`src/hw/rtl/sna_pkg.sv`:
```
// Shared types and constants for the sequence number allocator.
// Holds table geometry, field widths, status codes, controller states and the
// command/status structs between controller and datapath. Depends on nothing.
package sna_pkg;

    localparam int TABLE_DEPTH = 64;
    localparam int SLOT_W      = (TABLE_DEPTH > 1) ? $clog2(TABLE_DEPTH) : 1;

    localparam int ADDR_W   = 8;
    localparam int NETFN_W  = 6;
    localparam int CMD_W    = 8;
    localparam int TICK_W   = 32;
    localparam int SEQ_W    = 8;
    localparam int STATUS_W = 2;

    localparam int KEY_W   = ADDR_W + NETFN_W + CMD_W;
    localparam int TAG_W   = KEY_W + SEQ_W;
    localparam int ENTRY_W = TAG_W + TICK_W;

    // Sequence number space; numbers 0 and SEQ_SPACE-1 are never handed out.
    localparam int SEQ_SPACE   = 1 << SEQ_W;
    localparam int PICK_W      = 32;
    localparam int POS_W       = $clog2(PICK_W);
    localparam int PICK_CHUNKS = SEQ_SPACE / PICK_W;
    localparam int CHUNK_W     = $clog2(PICK_CHUNKS);

    localparam int SCAN_CNT_W = $clog2(TABLE_DEPTH + 1);
    localparam int CNT_W      = (SCAN_CNT_W > CHUNK_W) ? SCAN_CNT_W : CHUNK_W;

    localparam logic [TICK_W-1:0] WINDOW_RESET = TICK_W'(6000);

    // Reserved numbers start out marked as used.
    localparam logic [SEQ_SPACE-1:0] USED_INIT = {1'b1, {(SEQ_SPACE-2){1'b0}}, 1'b1};

    typedef enum logic [STATUS_W-1:0] {
        ST_ASSIGNED  = 2'd0,
        ST_RESPONSE  = 2'd1,
        ST_EXHAUSTED = 2'd2,
        ST_FULL      = 2'd3
    } t_status;

    typedef enum logic [1:0] {
        S_IDLE,
        S_SCAN,
        S_PICK,
        S_DONE
    } t_state;

    typedef struct packed {
        logic               load;
        logic               rd;
        logic [SLOT_W-1:0]  rd_addr;
        logic               eval;
        logic               pick;
        logic [CHUNK_W-1:0] chunk;
        logic               finish;
    } t_dp_cmd;

    typedef struct packed {
        logic pick_hit;
        logic out_free;
    } t_dp_sts;

endpackage

```
`src/hw/rtl/sna_ctrl.sv`:
```
// Controller of the sequence number allocator: accept, table scan,
// number pick and result hand-off. Depends on sna_pkg.
module sna_ctrl import sna_pkg::*; (
    input  logic    i_clk,
    input  logic    i_rst_n,
    input  logic    i_valid,
    input  logic    i_is_resp,
    output logic    o_stall,
    output t_dp_cmd o_cmd,
    input  t_dp_sts i_sts
);

    t_state           r_state, n_state;
    logic [CNT_W-1:0] r_cnt, n_cnt;

    always_ff @(posedge i_clk) begin
        if (!i_rst_n) begin
            r_state <= S_IDLE;
            r_cnt   <= '0;
        end else begin
            r_state <= n_state;
            r_cnt   <= n_cnt;
        end
    end

    always_comb begin
        n_state       = r_state;
        n_cnt         = r_cnt;
        o_stall       = 1'b1;
        o_cmd         = '0;
        o_cmd.rd_addr = r_cnt[SLOT_W-1:0];
        o_cmd.chunk   = r_cnt[CHUNK_W-1:0];
        unique case (r_state)
            S_IDLE: begin
                o_stall = 1'b0;
                if (i_valid) begin
                    o_cmd.load = 1'b1;
                    n_cnt      = '0;
                    n_state    = i_is_resp ? S_DONE : S_SCAN;
                end
            end
            S_SCAN: begin
                // read slot r_cnt, judge slot r_cnt-1
                o_cmd.rd   = (r_cnt != CNT_W'(TABLE_DEPTH));
                o_cmd.eval = (r_cnt != '0);
                if (r_cnt == CNT_W'(TABLE_DEPTH)) begin
                    n_cnt   = '0;
                    n_state = S_PICK;
                end else begin
                    n_cnt = r_cnt + CNT_W'(1);
                end
            end
            S_PICK: begin
                o_cmd.pick = 1'b1;
                if (i_sts.pick_hit ||
                    r_cnt[CHUNK_W-1:0] == CHUNK_W'(PICK_CHUNKS - 1)) begin
                    n_state = S_DONE;
                end else begin
                    n_cnt = r_cnt + CNT_W'(1);
                end
            end
            S_DONE: begin
                if (i_sts.out_free) begin
                    o_cmd.finish = 1'b1;
                    n_state      = S_IDLE;
                end
            end
            default: n_state = S_IDLE;
        endcase
    end

endmodule

```
`config.mk`:
```
export PLATFORM = sky130hd
export DESIGN_NAME = sna_ctrl
export DESIGN_NICKNAME = d
export VERILOG_FILES = /design/src/hw/rtl/sna_pkg.sv /design/src/hw/rtl/sna_ctrl.sv
export SDC_FILE = /design/constraint.sdc
export NUM_CORES = 1
export LEC_CHECK = 0
export BUFFER_PORTS_ARGS = -buffer_cell sky130_fd_sc_hd__clkbuf_2
export CAP_MARGIN = 0
export CORE_MARGIN = 1
export CORE_UTILIZATION = 52
export CTS_BUF_LIST = sky130_fd_sc_hd__clkbuf_2 sky130_fd_sc_hd__clkbuf_4 sky130_fd_sc_hd__clkbuf_8
export DETAILED_ROUTE_END_ITERATION = 8
export GPL_TIMING_DRIVEN = 0
export PLACE_DENSITY_LB_ADDON = 0.3
export SKIP_LAST_GASP = 1
export SYNTH_ARGS = -nofsm -noshare
export SYNTH_HDL_FRONTEND = slang
export SYNTH_SLANG_ARGS = --single-unit
```
`constraint.sdc`:
```
create_clock -name i_clk -period 2.6 [get_ports i_clk]
set_input_delay 0.52 -clock i_clk [delete_from_list [all_inputs] [get_ports i_clk]]
set_output_delay 0.52 -clock i_clk [all_outputs]
set_load 0.02 [all_outputs]
```
==> out/qor.yml <==
timing:
  setup_tns_ns: 0
  report.final.slew_viol_count: 0
  worst_pin_slew_ns: 0.4138
  hold_viol: 0
  skew_ns: 0.001494
  fin_crit_ns: 2.212
  fmax_mhz: 452.0
  rsz0062_at_grt: "false"
  period_share_pct: 85.09
  slew_headroom_pct: 72.36
  setup_viol: 0
cts:
  root_buffer: "clkbuf_4"
  cts_tree: "yes"
  cts_inserted_buffers: 3
  cts_sinks: 9
  cts_resized: 0
  post_cts_buffers: 0
  htreeDepth: 1
  clock_latency_ns: 0.26
  cts_buffer_depth: 2
  ctsHoldBuffers: 0
  path_clk_slew_ns: 0.06
floorplan:
  num_rows: 12
  dieArea_um2: 1486
  ioPinCount: 21
  core-area_um2: 1171
  fp.dieH_um: 38.55
  die-width_um: 38.55
  initial_utilization_pct: 59.29
cells_and_area:
  fin_nets: 118
  layout-drive-gt1-share_pct: 36.27
  antennaDiodeCount: 0
  area_growth_pct: 21.26
  fillerInstances: 99
  post-route-util_pct: 71.90
  finalNonFillerCells: 116
logic_synthesis:
  syn_inst: 78
  synth_common_cells: "9 x buf_4, 9 x dfxtp_1, 9 x ha_1, 6 x inv_1, 6 x nor2_1"
  synth_top_cell_by_area: "dfxtp_1"
  synth_warnings: 0
  synth_area_per_cell_um2: 8.903
  synthArstFlopShare_pct: 0
  ys.flop_type: "dfxtp_1"
  synth_cell_types: 27
  syn_area_um2: 694.4
  synth_nets: 93
  ys_seq_area_share_pct: 25.95
  synth_top_area_share_pct: 25.95
  ys_ff_latch: 9
  synth_area_leaders: "dfxtp_1 26%, ha_1 16%, buf_4 9.7%, xnor2_1 3.8%, or3_1 3.6%"
  synth_edf_count: 0
power:
  power_density_nw_per_um2: 944.4
  peakVddDrop_v: 0.0006936
  total_leakage_power_uw: 0.0004170
  finalPower_uw: 795.3
placement:
  place_hpwl_mm: 1.011
  place_inst: 112
  gp_routability_congestion: 0.7403
  portBuffers: 20
setup_path:
  cp_data_required_time_ns: 2.08
  endpoint_kind: "output pin"
  reg2reg_from: "r_cnt[1]"
  critical_path_class: "reg2out"
  start_kind: "register"
  r2r_cells: 7
  path_max_fanout: 6
  r2r-end: "r_cnt[3]"
  arrival_ns: 1.69
  reg2reg_slack_ns: 0.50
global_route:
  antenna_found_initial: 0
  grt_max_degree: 11
  grt_pass1_vias: 482
  grt_pass1_wl_mm: 2.021
  grt.total_usage_pct: 20.33
  grt-ovfl-total: 0
route:
  drt-pass1-iter-count: 2
  ant_nets: 0
  wl_per_cell_um: 10.82
  vias: 615
  drt_iter0_drc: 4
  remaining_drc_errors: 0
  viasPerCell: 5.302
  wirelength_mm: 1.255
outcome:
  status: "completed"
worst_hold_path:
  hold_start: "i_rst_n"
  hold_depth: 2
  min_to: "r_state[1]"
  min_path_type: "in2reg"
run:
  drv_cap: 0
## stage by stage
| stage | worst slack (ns) | instance area [um2] | hold slack, ns |
|---|---|---|---|
| global route | 0.2249 | 842.1 | 0.5041 |
| CTS | 0.3665 | 842.1 | 0.4956 |
| global placement | 0.5413 | 812.0 | 0.4879 |
| finish | 0.3878 | 842.1 | 0.4997 |
| floorplan | 0.6436 | 694.4 | 0.4663 |
| detailed placement | 0.5127 | 812.0 | 0.5057 |
## state kept, by name (all words and copies together) (netlist names)
signal   flops
r_state      2
r_cnt        7
## worst max path at each step
stage / start / end / slack [ns] / depth (start not counted)
after detailed placement: r_cnt[1] / r_cnt[0] / 0.51 / 7
after global routing: r_cnt[0] / o_cmd[12] / 0.22 / 5
after floorplan: r_cnt[0] / r_cnt[6] / 0.64 / 7
after CTS: r_cnt[0] / o_cmd[12] / 0.37 / 5
final: r_cnt[0] / o_cmd[12] / 0.39 / 5
after global placement: r_cnt[0] / r_cnt[3] / 0.54 / 7
## critical path, cell delays in order (launching register included)
cell and delay [ns]:
dfxtp_1 0.41, inv_1 0.09, ha_1 0.20, nor2b_1 0.13, a21boi_1 0.35, clkbuf_2 0.25
## power by group
group / total, uW / internal [uW] / switching [uW]
Combinational: 483 / 213 / 270
Sequential: 194 / 163 / 31.2
Clock: 118 / 69.5 / 48.5
Total: 795 / 446 / 350
## cell usage in the layout (no fill, tap or decap), types with 2 or more instances in the layout
cell type	count
clkbuf_2	20
ha_1	9
buf_4	9
dfxtp_1	9
inv_1	6
nor2_1	6
or3_1	4
o21ai_0	4
clkbuf_4	4
nor4_1	3
xnor2_1	3
nor2b_1	2
and2_1	2
nand3_1	2
and4_1	2
nand2_1	2
a21oi_1	2
mux2i_1	2
## metal layers
| layer | part of all wire (%) | up-vias | GRT usage, % |
|---|---|---|---|
| met3 | 4.3 | 3 | 8.721 |
| li1 | - | 313 | - |
| met1 | 46 | 287 | 23.26 |
| met5 | 0 | - | 0 |
| met2 | 48 | 12 | 31.67 |
| met4 | 1.2 | 0 | 10.34 |
## layout make-up
cell class                 count  area, um2  share of cell area [%]
buffer                        10      78.83                   9.361
clock buffer                   4      30.03                   3.566
multi-input combinational     53      412.9                   49.03
sequential                     9      180.2                   21.40
timing repair buffer          20      100.1                   11.89
tap                           14      17.52                   2.080
inverter                       6      22.52                   2.675
## logic make-up (layout without fill, tap and decap cells)
group                    count (synthesis)  after routing  synth area share [%]
multiplexers                             3              3                 4.505
buffers and inverters                   16             40                 14.59
XOR/XNOR                                 3              3                 3.784
AO/OA/AOI/OAI                           12             12                 12.61
AND/OR/NAND/NOR                         26             26                 22.34
adder cells (fa/ha/maj)                  9              9                 16.22
flip-flops                               9              9                 25.95
(Power assumes the default switching activity.)
